### src/hw/rtl/sync_word_frame_capture_macros.svh
// assertion macros shared by the sync word frame capture rtl
// needs a clock and an active-low reset at each point of use
`ifndef SYNC_WORD_FRAME_CAPTURE_MACROS_SVH
`define SYNC_WORD_FRAME_CAPTURE_MACROS_SVH

`ifndef SYNTH

// antecedent implies consequent in the same cycle
`define SWFC_ASSERT_NOW(lbl, clk, rst_n, ante, cons) \
    lbl: assert property (@(posedge clk) disable iff (!(rst_n)) (ante) |-> (cons)) \
        else $error("swfc assertion failed");

// antecedent implies consequent in the next cycle
`define SWFC_ASSERT_NEXT(lbl, clk, rst_n, ante, cons) \
    lbl: assert property (@(posedge clk) disable iff (!(rst_n)) (ante) |=> (cons)) \
        else $error("swfc assertion failed");

`else

`define SWFC_ASSERT_NOW(lbl, clk, rst_n, ante, cons)
`define SWFC_ASSERT_NEXT(lbl, clk, rst_n, ante, cons)

`endif

`endif

### src/hw/rtl/swfc_pkg.sv
// types and constants for the sync word frame capture block
// no dependencies
`default_nettype none

package swfc_pkg;

    localparam int CFG_ADDR_W = 1;
    localparam int CFG_DATA_W = 32;

    // configuration register indexes
    localparam logic [CFG_ADDR_W-1:0] CFG_SYNC_WORD    = 1'b0;
    localparam logic [CFG_ADDR_W-1:0] CFG_FRAME_LENGTH = 1'b1;

    localparam int SYNC_W     = 32;
    localparam int LEN_W      = 9;
    localparam int BYTE_W     = 8;
    localparam int IN_TDATA_W = 8;
    localparam int OUT_TDATA_W = 16;

    localparam logic [SYNC_W-1:0] SYNC_WORD_RESET    = '0;
    localparam logic [LEN_W-1:0]  FRAME_LENGTH_RESET = 9'd64;
    localparam int                MAX_FRAME_DEFAULT  = 256;

    typedef struct packed {
        logic [BYTE_W-1:0] frame_byte;
        logic [BYTE_W-1:0] byte_index;
        logic              frame_last;
    } swfc_result_t;

    typedef struct packed {
        logic capturing;
        logic search_zero;
        logic bit_pos_zero;
        logic count_zero;
        logic emit;
        logic emit_last;
    } swfc_status_t;

endpackage

`default_nettype wire

### src/hw/rtl/swfc_in_stage.sv
// input register for the received bit stream
// depends on swfc_pkg
`default_nettype none

module swfc_in_stage (
    input  wire                               aclk,
    input  wire                               aresetn,
    input  wire                               s_tvalid,
    output logic                              s_tready,
    input  wire [swfc_pkg::IN_TDATA_W-1:0]    s_tdata,   // [0] rx_bit, rest zero
    output logic                              in_valid,
    output logic                              in_bit,
    input  wire                               take
);
    import swfc_pkg::*;

    logic valid_reg, valid_next;
    logic bit_reg, bit_next;

    assign s_tready = !valid_reg || take;
    assign in_valid = valid_reg;
    assign in_bit   = bit_reg;

    always_comb begin
        valid_next = valid_reg;
        bit_next   = bit_reg;
        if (s_tvalid && s_tready) begin
            valid_next = 1'b1;
            bit_next   = s_tdata[0];
        end else if (take) begin
            valid_next = 1'b0;
        end
    end

    always_ff @(posedge aclk) begin
        if (!aresetn) begin
            valid_reg <= 1'b0;
        end else begin
            valid_reg <= valid_next;
        end
        bit_reg <= bit_next;
    end

endmodule

`default_nettype wire

### src/hw/rtl/swfc_core.sv
// sync search, byte packing and result register
// depends on swfc_pkg
`default_nettype none

module swfc_core #(
    parameter int MAX_FRAME = swfc_pkg::MAX_FRAME_DEFAULT
) (
    input  wire                               aclk,
    input  wire                               aresetn,
    input  wire                               cfg_we,
    input  wire [swfc_pkg::CFG_ADDR_W-1:0]    cfg_addr,
    input  wire [swfc_pkg::CFG_DATA_W-1:0]    cfg_wdata,
    input  wire                               in_valid,
    input  wire                               in_bit,
    output logic                              take,
    output logic                              out_valid,
    input  wire                               out_ready,
    output swfc_pkg::swfc_result_t            result,
    output swfc_pkg::swfc_status_t            status
);
    import swfc_pkg::*;

    localparam int CNT_RAW = $clog2(MAX_FRAME + 1);
    localparam int CNT_W   = (CNT_RAW > LEN_W) ? CNT_RAW : LEN_W;
    localparam logic [CNT_W-1:0] MAX_LEN = CNT_W'(MAX_FRAME);

    logic [SYNC_W-1:0] sync_word_reg;
    logic [LEN_W-1:0]  frame_length_reg;

    logic [SYNC_W-1:0] search_reg, search_next;
    logic              capturing_reg, capturing_next;
    logic [BYTE_W-1:0] accum_reg, accum_next;
    logic [2:0]        bit_pos_reg, bit_pos_next;
    logic [CNT_W-1:0]  count_reg, count_next;
    logic              out_valid_reg, out_valid_next;
    swfc_result_t      result_reg, result_next;

    logic [SYNC_W-1:0] shifted;
    logic [SYNC_W-1:0] diff;
    logic              near_match;
    logic [CNT_W-1:0]  len_ext;
    logic [CNT_W-1:0]  eff_len;
    logic [CNT_W:0]    count_inc;
    logic              last;
    logic              emit;

    always_ff @(posedge aclk) begin
        if (!aresetn) begin
            sync_word_reg    <= SYNC_WORD_RESET;
            frame_length_reg <= FRAME_LENGTH_RESET;
        end else if (cfg_we) begin
            unique case (cfg_addr)
                CFG_SYNC_WORD:    sync_word_reg    <= cfg_wdata[SYNC_W-1:0];
                CFG_FRAME_LENGTH: frame_length_reg <= cfg_wdata[LEN_W-1:0];
                default:          ;
            endcase
        end
    end

    assign take = in_valid && (!out_valid_reg || out_ready);

    // one bit error allowed: the difference has at most one bit set
    assign shifted    = {search_reg[SYNC_W-2:0], in_bit};
    assign diff       = shifted ^ sync_word_reg;
    assign near_match = (diff & (diff - SYNC_W'(1))) == '0;

    // zero length means one byte, long lengths saturate
    assign len_ext = CNT_W'(frame_length_reg);
    always_comb begin
        priority if (len_ext == '0) eff_len = CNT_W'(1);
        else if (len_ext > MAX_LEN) eff_len = MAX_LEN;
        else                        eff_len = len_ext;
    end

    assign count_inc = {1'b0, count_reg} + (CNT_W+1)'(1);
    assign last      = count_inc >= {1'b0, eff_len};
    assign emit      = take && capturing_reg && (bit_pos_reg == 3'd7);

    always_comb begin
        search_next    = search_reg;
        capturing_next = capturing_reg;
        accum_next     = accum_reg;
        bit_pos_next   = bit_pos_reg;
        count_next     = count_reg;
        out_valid_next = out_valid_reg;
        result_next    = result_reg;

        if (out_ready) begin
            out_valid_next = 1'b0;
        end

        if (take) begin
            if (!capturing_reg) begin
                search_next = shifted;
                if (near_match) begin
                    capturing_next = 1'b1;
                    search_next    = '0;
                    accum_next     = '0;
                    bit_pos_next   = '0;
                    count_next     = '0;
                end
            end else begin
                accum_next   = {accum_reg[BYTE_W-2:0], in_bit};
                bit_pos_next = bit_pos_reg + 3'd1;
                if (emit) begin
                    out_valid_next         = 1'b1;
                    result_next.frame_byte = {accum_reg[BYTE_W-2:0], in_bit};
                    result_next.byte_index = count_reg[BYTE_W-1:0];
                    result_next.frame_last = last;
                    accum_next             = '0;
                    count_next             = count_inc[CNT_W-1:0];
                    if (last) begin
                        capturing_next = 1'b0;
                        count_next     = '0;
                    end
                end
            end
        end
    end

    always_ff @(posedge aclk) begin
        if (!aresetn) begin
            search_reg    <= '0;
            capturing_reg <= 1'b0;
            accum_reg     <= '0;
            bit_pos_reg   <= '0;
            count_reg     <= '0;
            out_valid_reg <= 1'b0;
        end else begin
            search_reg    <= search_next;
            capturing_reg <= capturing_next;
            accum_reg     <= accum_next;
            bit_pos_reg   <= bit_pos_next;
            count_reg     <= count_next;
            out_valid_reg <= out_valid_next;
        end
        result_reg <= result_next;
    end

    assign out_valid = out_valid_reg;
    assign result    = result_reg;

    assign status.capturing    = capturing_reg;
    assign status.search_zero  = (search_reg == '0);
    assign status.bit_pos_zero = (bit_pos_reg == '0);
    assign status.count_zero   = (count_reg == '0);
    assign status.emit         = emit;
    assign status.emit_last    = emit && last;

endmodule

`default_nettype wire

### src/hw/rtl/sync_word_frame_capture.sv
// Sync word frame capture. Takes one received bit per beat on the s_ channel and
// searches for a 32-bit sync word with up to one bit in error; on a hit it packs
// the following bits MSB first into bytes and sends frame_length bytes (zero taken
// as one, saturated at MAX_FRAME) on the m_ channel, with index and a last flag,
// then searches again. A bit is accepted every cycle while the result register is not
// held full by m_tready low; the byte a beat completes passes the input register and
// then the result register, around the combinational search and packing logic.
// Configuration writes take effect at once and are meant for idle periods.
// depends on swfc_pkg, swfc_in_stage, swfc_core and the macros header
`default_nettype none

`include "sync_word_frame_capture_macros.svh"

module sync_word_frame_capture #(
    parameter int MAX_FRAME = swfc_pkg::MAX_FRAME_DEFAULT
) (
    input  wire                                aclk,
    input  wire                                aresetn,
    input  wire                                cfg_we,
    input  wire [swfc_pkg::CFG_ADDR_W-1:0]     cfg_addr,
    input  wire [swfc_pkg::CFG_DATA_W-1:0]     cfg_wdata,
    input  wire                                s_tvalid,
    output logic                               s_tready,
    input  wire [swfc_pkg::IN_TDATA_W-1:0]     s_tdata,   // [0] rx_bit
    output logic                               m_tvalid,
    input  wire                                m_tready,
    output logic [swfc_pkg::OUT_TDATA_W-1:0]   m_tdata,   // [7:0] frame_byte, [15:8] byte_index
    output logic                               m_tlast    // frame_last
);
    import swfc_pkg::*;

    logic         in_valid;
    logic         in_bit;
    logic         take;
    swfc_result_t result;
    swfc_status_t status;

    swfc_in_stage u_in (
        .aclk     (aclk),
        .aresetn  (aresetn),
        .s_tvalid (s_tvalid),
        .s_tready (s_tready),
        .s_tdata  (s_tdata),
        .in_valid (in_valid),
        .in_bit   (in_bit),
        .take     (take)
    );

    swfc_core #(
        .MAX_FRAME (MAX_FRAME)
    ) u_core (
        .aclk      (aclk),
        .aresetn   (aresetn),
        .cfg_we    (cfg_we),
        .cfg_addr  (cfg_addr),
        .cfg_wdata (cfg_wdata),
        .in_valid  (in_valid),
        .in_bit    (in_bit),
        .take      (take),
        .out_valid (m_tvalid),
        .out_ready (m_tready),
        .result    (result),
        .status    (status)
    );

    assign m_tdata = {result.byte_index, result.frame_byte};
    assign m_tlast = result.frame_last;

    // searching implies the byte packer sits at the start of a frame
    `SWFC_ASSERT_NOW(a_idle_clear, aclk, aresetn, !status.capturing, status.bit_pos_zero && status.count_zero)
    // the search register is held empty for the whole capture
    `SWFC_ASSERT_NOW(a_search_held, aclk, aresetn, status.capturing, status.search_zero)
    // the last byte of a frame returns the block to searching
    `SWFC_ASSERT_NEXT(a_last_ends, aclk, aresetn, status.emit_last, !status.capturing && m_tvalid && m_tlast)
    // input only stalls behind a full result register
    `SWFC_ASSERT_NOW(a_stall_cause, aclk, aresetn, !s_tready, m_tvalid && !m_tready)

endmodule

`default_nettype wire

### config.mk
export PLATFORM = sky130hd
export DESIGN_NAME = sync_word_frame_capture
export DESIGN_NICKNAME = d
export VERILOG_FILES = /design/src/hw/rtl/swfc_pkg.sv /design/src/hw/rtl/swfc_in_stage.sv /design/src/hw/rtl/swfc_core.sv /design/src/hw/rtl/sync_word_frame_capture.sv
export VERILOG_INCLUDE_DIRS = /design/src /design/src/hw/rtl
export SDC_FILE = /design/constraint.sdc
export NUM_CORES = 1
export LEC_CHECK = 0
export BUFFER_PORTS_ARGS = -buffer_cell sky130_fd_sc_hd__buf_2
export CAP_MARGIN = 20
export CORE_MARGIN = 5
export CORE_UTILIZATION = 58
export CTS_CLUSTER_SIZE = 12
export DETAILED_ROUTE_END_ITERATION = 10
export GPL_TIMING_DRIVEN = 0
export PLACE_DENSITY = 0.8
export SYNTH_ARGS = -nofsm -noshare
export SYNTH_HDL_FRONTEND = slang
export SYNTH_HIERARCHICAL = 1
export SYNTH_SLANG_ARGS = --single-unit
### constraint.sdc
create_clock -name aclk -period 4.45 [get_ports aclk]
set_clock_uncertainty 0.2 [all_clocks]
set_input_delay 0.6675 -clock aclk [delete_from_list [all_inputs] [get_ports aclk]]
set_output_delay 0.6675 -clock aclk [all_outputs]
set_load 0.05 [all_outputs]
; After elaboration in Yosys (flattened, before gate mapping)
; Index checks and enable logic that the tools add are counted.
[word_totals]
reg_bits = 112
input_bits = 46
output_inout_bits = 19
elab_cells = 64
[classes]
addsub = 3
order_cmp = 2
n_eq_ne = 2
muxes = 22
bitwise_logic = 4
reduce_logical = 18
[ops]
columns = operator, count
row1 = 9-bit two-way mux, 6
row2 = 32-bit AND, 1
row3 = 32-bit zero test, 1
row4 = "32-bit by 1-bit subtractor with 32-bit output, second input constant", 1
row5 = 32-bit XOR, 1
row6 = 31-bit two-way mux, 1
row7 = 7-bit two-way mux, 3
row8 = "9-bit by 1-bit adder with 10-bit output, second input constant", 1
row9 = 10-bit by 9-bit greater-or-equal comparator with 1-bit output, 1
row10 = 1-bit two-way mux, 10
row11 = "9-bit greater-than comparator, second input constant", 1
row12 = 9-bit zero test, 1
row13 = 2-bit AND reduction, 4
row14 = 3-bit two-way mux, 2
row15 = 3-bit AND reduction, 2
row16 = 1-bit logical AND, 4
row17 = 2-bit nonzero test, 2
row18 = "3-bit by 1-bit adder with 3-bit output, second input constant", 1
row19 = "3-bit == test, second input constant", 1
row20 = 1-bit zero test, 2
row21 = 1-bit logical OR, 2
row22 = "2-bit inequality test, second input constant", 1
row23 = 1-bit inverter, 2

; Logic depth before layout (Yosys ltp)
; Gate-level depths: netlist of run 1.
[depth]
depth_word = 8
depth_mapped = 12
depth_no_buf = 12

; By module
; The synthesis of run 1 kept the hierarchy.
[by_module_without_submodules]
columns = mod, instances, cells_each, area_per_inst_um2, seq_area_each_um2
row1 = swfc_core, 1, 559, 5321.4, 2392.3
row2 = swfc_in_stage, 1, 6, 87.6, 50.0

; Least setup slack after synthesis of run 1
; No wires, ideal clock.
[synth_path]
path_kind = register to register
start = register u_in.bit_reg, in the netlist u_in/in_bit
end = register u_core.search_reg[10]
arrival_ns = 2.822
required_time_ns = 4.133
setup_slack_ns = 1.311
path_stages_with_launch = 11
path_buffers = 2
path_cell_list = edfxtp_1 xor2_1 or4_4 nor3b_2 o211ai_1 a2111oi_2 nand4_2 or2_1 buf_6 buf_6 a32o_1
[synth_between]
elab_chain_cells = 5
[synth_rtl]
columns = element, line_no
row1 = start: declaration, swfc_in_stage.sv:18  ; logic bit_reg, bit_next;
row2 = start signal: assignment, swfc_in_stage.sv:41  ; bit_reg <= bit_next;
row3 = 32-bit XOR *, swfc_core.sv:64  ; assign diff = shifted ^ sync_word_reg;
row4 = 32-bit by 1-bit subtractor with 32-bit output, swfc_core.sv:65  ; assign near_match = (diff & (diff - SYNC_W'(1))) == '0;
row5 = 32-bit AND *, swfc_core.sv:65
row6 = 32-bit zero test *, swfc_core.sv:65
row7 = 31-bit two-way mux *, swfc_core.sv:95  ; if (near_match) begin
row8 = end signal: assignment, swfc_core.sv:130  ; search_reg <= search_next;
row9 = end: declaration, swfc_core.sv:30  ; logic [SYNC_W-1:0] search_reg, search_next;
; Mark *: on every way between the ends. The rest lies on a longest branch, timed or not.
; A chain may end at the register's enable or synchronous reset.

; Worst setup path in the final report of run 1
[layout_path]
start = register u_in.bit_reg, in the netlist u_in/in_bit
end = register u_core.search_reg[29]
; The elaborated chain is that of the path after synthesis.

==> impl_metrics.csv, run 1 <==
group,metric,value,unit
drt,wl,11670,um
worst_setup_path,crit_path_max_incr_delay,0.63,ns
worst_setup_path,crit_arrival,3.73,ns
finish,fillCellCount,731,
drt,drc,0,
finish,drive_gt1_frac,0.1489,
finish,regArea,2422,um2
worst_setup_path,worstReg2RegEnd,"u_core/search_reg[29]$_SDFFE_PN0P_",
sta,rsz0062_at_grt,"no",
worst_setup_path,r2r-start,"u_in/in_bit$_DFFE_PP_",
sta,hold_viol,0,
global_routing,overflow,0,
worst_setup_path,crit_fanout,10,
clock_tree,hold_buffers,0,
clock_tree,ctsResizeCount,0,
finish,n_antenna_cell,0,
placement,port_buffers,57,
worst_setup_path,r2r_setup_slack,0.78,ns
worst_setup_path,critPathKind,"register to register",
sta,finalSetupViolations,0,
global_routing,grt_pass1_vias,4144,
finish,final_nets,673,
worst_setup_path,required,4.52,ns
clock_tree,tritoncts,"yes",
finish,area_growth,12.02,%
clock_tree,clkTransAtPathRegs,0.11,ns
worst_setup_path,worstRegToRegCells,10,
status,outcome,"complete, no violations",
drt,drtIter0Drc,248,
worst_setup_path,endpoint_kind,"register",
global_routing,grt.total_usage,0.2132,
drt,antenna_left,0,
pwr,p_leak,2.365,nW
sta,worst_pin_slew,0.7964,ns
floorplanning,core,8806,um2
drt,vias_per_cell,5.902,
clock_tree,clock_latency,0.38,ns
worst_setup_path,slowest_stage,"or4_4",
global_routing,grt_max_degree,21,
pwr,ir_worst_vdd,0.0001730,V
sta,fin_setup_tns,0,ns
worst_setup_path,critPathCapture,"u_core/search_reg[29]$_SDFFE_PN0P_",
logic_synthesis,synth_warnings,6,
global_routing,grt_pass1_wl,19540,um
flow_run,cap_violations,0,
clock_tree,postCtsSetupBuffers,0,
drt,dr_total_vias,4285,
logic_synthesis,syn-instance-count,545,
sta,period_needed,3.666,ns
clock_tree,cts-buffers-inserted,9,
sta,timing.fmax,272.8,MHz
floorplanning,std_cell_rows,34,
drt,firstDrtPassIters,5,
global_routing,antenna_found_initial,0,
worst_setup_path,cp-startpoint,"u_in/in_bit$_DFFE_PP_",
placement,place_hpwl,8849,um
sta,drv_slew,0,
placement,placed_cell_area,5688,um2
logic_synthesis,avgSynthCellArea,9.665,um2
placement,place.gp.congestion,0.8606,
worst_setup_path,path_common_cell,"buf_6",
floorplanning,initial_core_util,0.5982,
worst_setup_path,start_kind,"register",
drt,wl_per_cell,16.07,um
sta,max-slew-margin-rel,0.4679,
worst_setup_path,crit_chain,"xor2_1, or4_4, nor2_2, a21boi_1, a2111oi_2, nand4_2, or2_1, buf_6, buf_6, a32o_1",
sta,finalCritPeriodShare,0.8238,
clock_tree,cts_buffer_depth,2,
floorplanning,die_w,105.3,um
worst_hold_path,hold_path.class,"primary input to register",
finish,fin_area,5901,um2
floorplanning,dieArea,11090,um2
finish,final_util,0.6701,
clock_tree,htree_levels,3,
logic_synthesis,syn-num-nets,605,
finish,multi_input_area,2646,um2
clock_tree,cts_root_buf,"clkbuf_8",
clock_tree,cts_num_sinks,112,
floorplanning,boundaryPins,65,
finish,largest_reg_flops,32,
logic_synthesis,syn-cell-area,5268,um2
pwr,powerDensity,330.4,nW/um2
floorplanning,die_height,105.3,um
## layer usage
metal	part of all wire	global-route usage	up-vias
li1	-	-	2130
met1	0.44	0.2735	2038
met2	0.50	0.3634	111
met3	0.047	0.04707	6
met4	0.0081	0.05717	0
met5	0	0	-
## report_power, final
group | internal [W] | switching, W | leakage, nW
Clock | 0.000273 | 0.000368 | 0.109
Sequential | 0.00105 | 0.0000171 | 0.897
Combinational | 0.0000932 | 0.000151 | 1.36
Total | 0.00141 | 0.000537 | 2.36
## metrics by stage
step / total power [W] / hold slack, ns / setup slack (ns) / cells
6_report: 0.001949 / 0.2614 / 0.7842 / 726
5_1_grt: 0.002037 / 0.2336 / 0.5187 / 726
4_1_cts: 0.001965 / 0.2477 / 0.8115 / 726
3_5_place_dp: 0.001328 / 0.2452 / 0.8559 / 710
3_3_place_gp: 0.001322 / 0.2434 / 0.8672 / 710
2_1_floorplan: 0.001255 / 0.2303 / 1.311 / 545
## cell usage in the layout, fill, tap and decap left out, types with 10 or more instances in the layout
master	n
a41o_1	10
nand2_1	107
xor2_1	19
buf_2	57
a21boi_0	42
a32o_1	38
o21ai_0	18
ha_1	14
clkbuf_1	24
edfxtp_1	18
dfxtp_1	94
xnor2_1	21
inv_1	12
nor2_1	16
## area by class of cell
| type | count | share of cell area |
|---|---|---|
| clock buffers | 9 | 0.02099 |
| clock inverters | 7 | 0.01506 |
| inverters | 13 | 0.008270 |
| repair buffers | 57 | 0.04835 |
| flip-flops and latches | 112 | 0.4105 |
| well taps | 108 | 0.02290 |
| plain buffers | 30 | 0.02545 |
| multi-input cells | 390 | 0.4485 |
## worst min path at each step
stage,start,end,slack [ns],cells past startpoint
finish,s_tdata[0],u_in/in_bit$_DFFE_PP_,0.26,1
CTS,s_tdata[0],u_in/in_bit$_DFFE_PP_,0.25,1
global route,s_tdata[0],u_in/in_bit$_DFFE_PP_,0.23,1
global placement,u_core/accum_reg[6]$_SDFFE_PN0P_,u_core/result[16]$_DFFE_PP_,0.24,0
floorplan,u_core/accum_reg[6]$_SDFFE_PN0P_,u_core/result[16]$_DFFE_PP_,0.23,0
detailed placement,u_core/accum_reg[6]$_SDFFE_PN0P_,u_core/result[16]$_DFFE_PP_,0.25,0
## worst max-delay path, delay by kind of cell, from the launching register on
family,cells,cell delay [ns]
flip-flops,1,0.52
XOR/XNOR,1,0.24
AO/OA/AOI/OAI,3,0.79
buffers and inverters,2,0.27
AND/OR/NAND/NOR,4,1.52
No activity file was read; power rests on OpenSTA's default activity.
==> run 2: changes to the inputs <==
Settings changed: CORE_UTILIZATION 58 to 53, PLACE_DENSITY 0.8 to 0.77.
Clock period 4.45 ns to 3.3 ns, I/O delays scaled along.
==> impl_metrics.csv, run 2 (synthesis gave the netlist of run 1 again) <==
group,metric,value,unit
sta,finalSetupViolations,0,
global_routing,grt_pass1_vias,4084,
clock_tree,cts_buffer_depth,2,
worst_setup_path,start_kind,"register",
worst_setup_path,endpoint_kind,"register",
sta,hold_viol,0,
drt,wl_per_cell,15.67,um
placement,place_hpwl,8838,um
clock_tree,cts_num_sinks,112,
worst_setup_path,r2r-start,"u_in/in_bit$_DFFE_PP_",
global_routing,grt_pass1_wl,19600,um
pwr,ir_worst_vdd,0.0002966,V
finish,largest_reg_flops,32,
floorplanning,initial_core_util,0.5414,
sta,worst_pin_slew,0.8810,ns
worst_setup_path,required,3.37,ns
floorplanning,dieArea,12030,um2
floorplanning,core,9729,um2
worst_hold_path,whs_endpoint,"u_in/in_bit$_DFFE_PP_",
worst_setup_path,worstRegToRegCells,10,
drt,vias_per_cell,5.771,
floorplanning,std_cell_rows,36,
worst_hold_path,hold_depth,1,
global_routing,antenna_found_initial,0,
placement,numPlacedInstances,735,
drt,firstDrtPassIters,6,
sta,finalCritPeriodShare,0.9898,
placement,port_buffers,57,
finish,area_growth,15.53,%
finish,n_antenna_cell,0,
sta,fin_setup_tns,0,ns
flow_run,cap_violations,0,
global_routing,overflow,0,
sta,rsz0062_at_grt,"yes",
clock_tree,clock_latency,0.37,ns
global_routing,grt.total_usage,0.2054,
pwr,power,0.002654,W
sta,drv_slew,0,
clock_tree,cts_root_buf,"clkbuf_8",
sta,max-slew-margin-rel,0.4114,
worst_setup_path,r2r_setup_slack,0.03,ns
worst_setup_path,crit_fanout,10,
floorplanning,die_w,109.7,um
drt,drc,0,
drt,wl,11910,um
clock_tree,htree_levels,3,
placement,place.gp.congestion,0.8836,
sta,timing.fmax,306.2,MHz
sta,hold_slack,0.09867,ns
floorplanning,die_height,109.7,um
finish,final_cell_mix,"107 x nand2_1, 91 x dfxtp_1, 57 x buf_2, 42 x a21boi_0, 38 x a32o_1",
finish,post_layout_nonfiller_instances,760,
worst_setup_path,worstReg2RegEnd,"u_core/search_reg[14]$_SDFFE_PN0P_",
clock_tree,tritoncts,"yes",
pwr,powerDensity,436.1,nW/um2
sta,period_needed,3.266,ns
worst_setup_path,crit_arrival,3.33,ns
global_routing,grt_max_degree,21,
worst_setup_path,critPathKind,"register to register",
floorplanning,boundaryPins,65,
drt,antenna_left,0,
finish,drive_gt1_frac,0.1866,
status,outcome,"complete, no violations",
worst_hold_path,min-delay-start,"s_tdata[0]",
drt,drtIter0Drc,287,
finish,final_nets,682,
finish,layout_commonest_cell,"nand2_1",
drt,dr_total_vias,4386,
clock_tree,cts-buffers-inserted,9,
worst_hold_path,hold_path.class,"primary input to register",
finish,final_util,0.6255,
clock_tree,clkTransAtPathRegs,0.11,ns
pwr,p_leak,2.420,nW
clock_tree,hold_buffers,0,
[run 2: worst max-delay path, cell delays in order (launching register included)]
cell and delay (ns):
edfxtp_1 0.48, xor2_2 0.19, or4_4 0.51, nor3b_4 0.27, o211ai_1 0.15, a2111oi_2 0.36
nand4_2 0.20, or2_1 0.27, buf_6 0.14, buf_8 0.13, a32o_1 0.25
[run 2: layout make-up]
cell class	instances	area, um2
well taps	133	166.4
fillers	848	3643
multi-input cells	390	2723
plain buffers	30	153.9
clock buffers	9	123.9
inverters	13	48.80
clock inverters	7	88.84
flip-flops and latches	112	2429
repair buffers	66	352.8
[run 2: how the worst max path moves through the flow]
stage	start	to
after floorplan	u_in/in_bit$_DFFE_PP_	u_core/search_reg[10]$_SDFFE_PN0P_
after global placement	u_in/in_bit$_DFFE_PP_	u_core/search_reg[8]$_SDFFE_PN0P_
after detailed placement	u_core/count_reg[0]$_SDFFE_PN0P_	u_core/count_reg[1]$_SDFFE_PN0P_
after CTS	u_core/count_reg[0]$_SDFFE_PN0P_	u_core/count_reg[7]$_SDFFE_PN0P_
after global routing	u_in/in_bit$_DFFE_PP_	u_core/search_reg[19]$_SDFFE_PN0P_
final	u_in/in_bit$_DFFE_PP_	u_core/search_reg[14]$_SDFFE_PN0P_
[run 2: stage by stage]
step / cell area [um2] / setup WS [ns]
after floorplan: 5268 / 0.1609
after global routing: 6086 / -0.08901
final: 6086 / 0.03366
after global placement: 5719 / -0.2416
after CTS: 6010 / 0.005119
after detailed placement: 5719 / -0.3094
[run 2: power breakdown]
part           total, W  internal (W)  leakage (nW)  switching, W
logic          0.000359      0.000142          1.41      0.000217
registers       0.00143       0.00141         0.899     0.0000234
clock network  0.000862      0.000369         0.109      0.000494
total           0.00265       0.00192          2.42      0.000734
[run 2: per-layer routing]
metal  track usage  share of wire  vias to the layer above
li1              -              -                     2147
met1        0.2691           0.44                     2092
met2        0.3522           0.50                      130
met3       0.03993          0.049                       17
met4       0.04541          0.014                        0
met5             0              0                        -
[run 2: what timing repair did]
item                       4_1_cts  5_1_grt
buffers inserted                 5        4
gates cloned                     0        0
pin swaps                        4        6
hold endpoints to repair         0        0
setup endpoints to repair       48       48
gates resized for setup         10       14
==> run 3: changes to the inputs <==
Settings changed: BUFFER_PORTS_ARGS -buffer_cell sky130_fd_sc_hd__buf_2 to -buffer_cell sky130_fd_sc_hd__buf_4.
==> impl_metrics.csv, run 3 (synthesis gave the netlist of run 1 again) <==
group,metric,value,unit
worst_setup_path,start_kind,"register",
floorplanning,boundaryPins,65,
floorplanning,std_cell_rows,36,
worst_setup_path,required,3.36,ns
finish,multi_input_area,2770,um2
worst_setup_path,path_buf_inv,2,
worst_setup_path,slowest_stage,"or4_4",
sta,finalCritPeriodShare,0.9734,
clock_tree,cts-buffers-inserted,9,
drt,vias_per_cell,5.784,
global_routing,grt_pass1_wl,19150,um
drt,drc,0,
finish,final_nets,681,
finish,area_growth,18.10,%
sta,rsz0062_at_grt,"yes",
clock_tree,clock_latency,0.37,ns
sta,hold_slack,0.1067,ns
clock_tree,cts_buffer_depth,2,
worst_setup_path,endpoint_kind,"register",
status,outcome,"complete, no violations",
finish,fin_area,6221,um2
pwr,p_comb_frac,0.149,
pwr,powerDensity,405.9,nW/um2
finish,final_cell_mix,"107 x nand2_1, 92 x dfxtp_1, 65 x buf_4, 42 x a21boi_0, 38 x a32o_1",
sta,timing.fmax,311.3,MHz
sta,drv_slew,0,
global_routing,grt_max_degree,20,
finish,post_layout_nonfiller_instances,759,
pwr,p_sw_frac,0.2710,
sta,hold_viol,0,
floorplanning,core,9729,um2
flow_run,cap_violations,0,
global_routing,overflow,0,
finish,drive_gt1_frac,0.1837,
finish,n_antenna_cell,0,
drt,wl,11990,um
worst_hold_path,hold_path.class,"primary input to register",
floorplanning,dieArea,12030,um2
pwr,power,0.002525,W
finish,regArea,2430,um2
global_routing,antenna_found_initial,0,
pwr,seqPwrFrac,0.567,
clock_tree,htree_levels,3,
worst_setup_path,critPathKind,"register to register",
finish,final_util,0.6394,
pwr,clkPwrFrac,0.284,
floorplanning,die_w,109.7,um
sta,max-slew-margin-rel,0.4493,
placement,place_hpwl,8885,um
sta,finalSetupViolations,0,
pwr,ir_worst_vdd,0.0002568,V
pwr,p_leak,2.448,nW
clock_tree,cts_num_sinks,112,
placement,placed_cell_area,5862,um2
worst_setup_path,crit_arrival,3.27,ns
global_routing,grt_pass1_vias,3993,
clock_tree,hold_buffers,0,
finish,layout_commonest_cell,"nand2_1",
drt,antenna_left,0,
worst_setup_path,crit_chain,"xor2_2, or4_4, nor3b_4, o211ai_1, a2111oi_2, nand4_2, or2_1, buf_6, buf_6, a32o_1",
finish,largest_reg_flops,32,
drt,firstDrtPassIters,4,
drt,drtIter0Drc,283,
worst_setup_path,critical_path.top_delay_family,"simple AND/OR/NAND/NOR gates",
placement,numPlacedInstances,735,
drt,wl_per_cell,15.80,um
global_routing,grt.total_usage,0.2028,
worst_setup_path,crit_path_max_incr_delay,0.51,ns
drt,dr_total_vias,4390,
floorplanning,initial_core_util,0.5414,
finish,fillCellCount,854,
sta,period_needed,3.212,ns
pwr,p_int,0.001841,W
placement,port_buffers,57,
floorplanning,die_height,109.7,um
sta,worst_pin_slew,0.8243,ns
pwr,p_switching,0.0006845,W
clock_tree,tritoncts,"yes",
clock_tree,cts_root_buf,"clkbuf_8",
worst_setup_path,path_common_cell,"buf_6",
clock_tree,clkTransAtPathRegs,0.10,ns
worst_setup_path,crit_fanout,10,
placement,place.gp.congestion,0.8802,
-- run 3: changes by cell type in the layout (fill, tap and decap cells not counted), moves of 2 or more --
| cell | change |
|---|---|
| and3_4 | +2 |
| buf_2 | -57 |
| clkinvlp_4 | +2 |
| buf_4 | +56 |
| and3_2 | -2 |
| clkbuf_1 | +2 |
| dfxtp_2 | -2 |
-- run 3: metrics by stage --
step / TNS [ns] / worst slack, ns
2_1_floorplan: 0 / 0.1609
3_3_place_gp: -10.69 / -0.2359
3_5_place_dp: -11.65 / -0.3193
4_1_cts: 0 / 0.01500
5_1_grt: -2.101 / -0.07425
6_report: 0 / 0.08788
-- run 3: area by class of cell --
cell class | count | area share
plain buffers | 30 | 0.02474
repair buffers | 65 | 0.07844
well taps | 133 | 0.02675
clock buffers | 11 | 0.02112
clock inverters | 5 | 0.005229
flip-flops and latches | 112 | 0.3906
multi-input cells | 390 | 0.4453
inverters | 13 | 0.007844
-- run 3: what timing repair did --
| item | 4_1_cts | 5_1_grt |
|---|---|---|
| setup buffers | 4 | 4 |
| resized for setup | 11 | 19 |
| cloned | 0 | 0 |
| pin swaps | 5 | 8 |
| endpoints found under the setup margin | 48 | 49 |
-- run 3: final timing paths --
path                                     from                            endpoint  cells after the start  slack [ns]
max                     u_in/in_bit$_DFFE_PP_  u_core/search_reg[19]$_SDFFE_PN0P_                     10        0.09
min reg2reg  u_core/accum_reg[6]$_SDFFE_PN0P_         u_core/result[16]$_DFFE_PP_                      0        0.28
min                                s_tdata[0]               u_in/in_bit$_DFFE_PP_                      1        0.11
max reg2reg             u_in/in_bit$_DFFE_PP_  u_core/search_reg[19]$_SDFFE_PN0P_                     10        0.09
-- run 3: power groups by stage --
stage / registers (W) / logic (W) / clock network, W
after global routing: 0.00144 / 0.000413 / 0.000806
after global placement: 0.00146 / 0.000330 / 0
after floorplan: 0.00146 / 0.000235 / 0
after CTS: 0.00143 / 0.000354 / 0.000742
final: 0.00143 / 0.000376 / 0.000718
after detailed placement: 0.00146 / 0.000338 / 0
-- run 3: layer usage --
layer / part of all wire / vias up / global-route usage / routed length (um)
met5: 0 / - / 0 / 0
met3: 0.054 / 16 / 0.03758 / 643
met4: 0.019 / 0 / 0.06589 / 228
met1: 0.44 / 2097 / 0.2607 / 5302
li1: - / 2151 / - / -
met2: 0.49 / 126 / 0.3444 / 5817
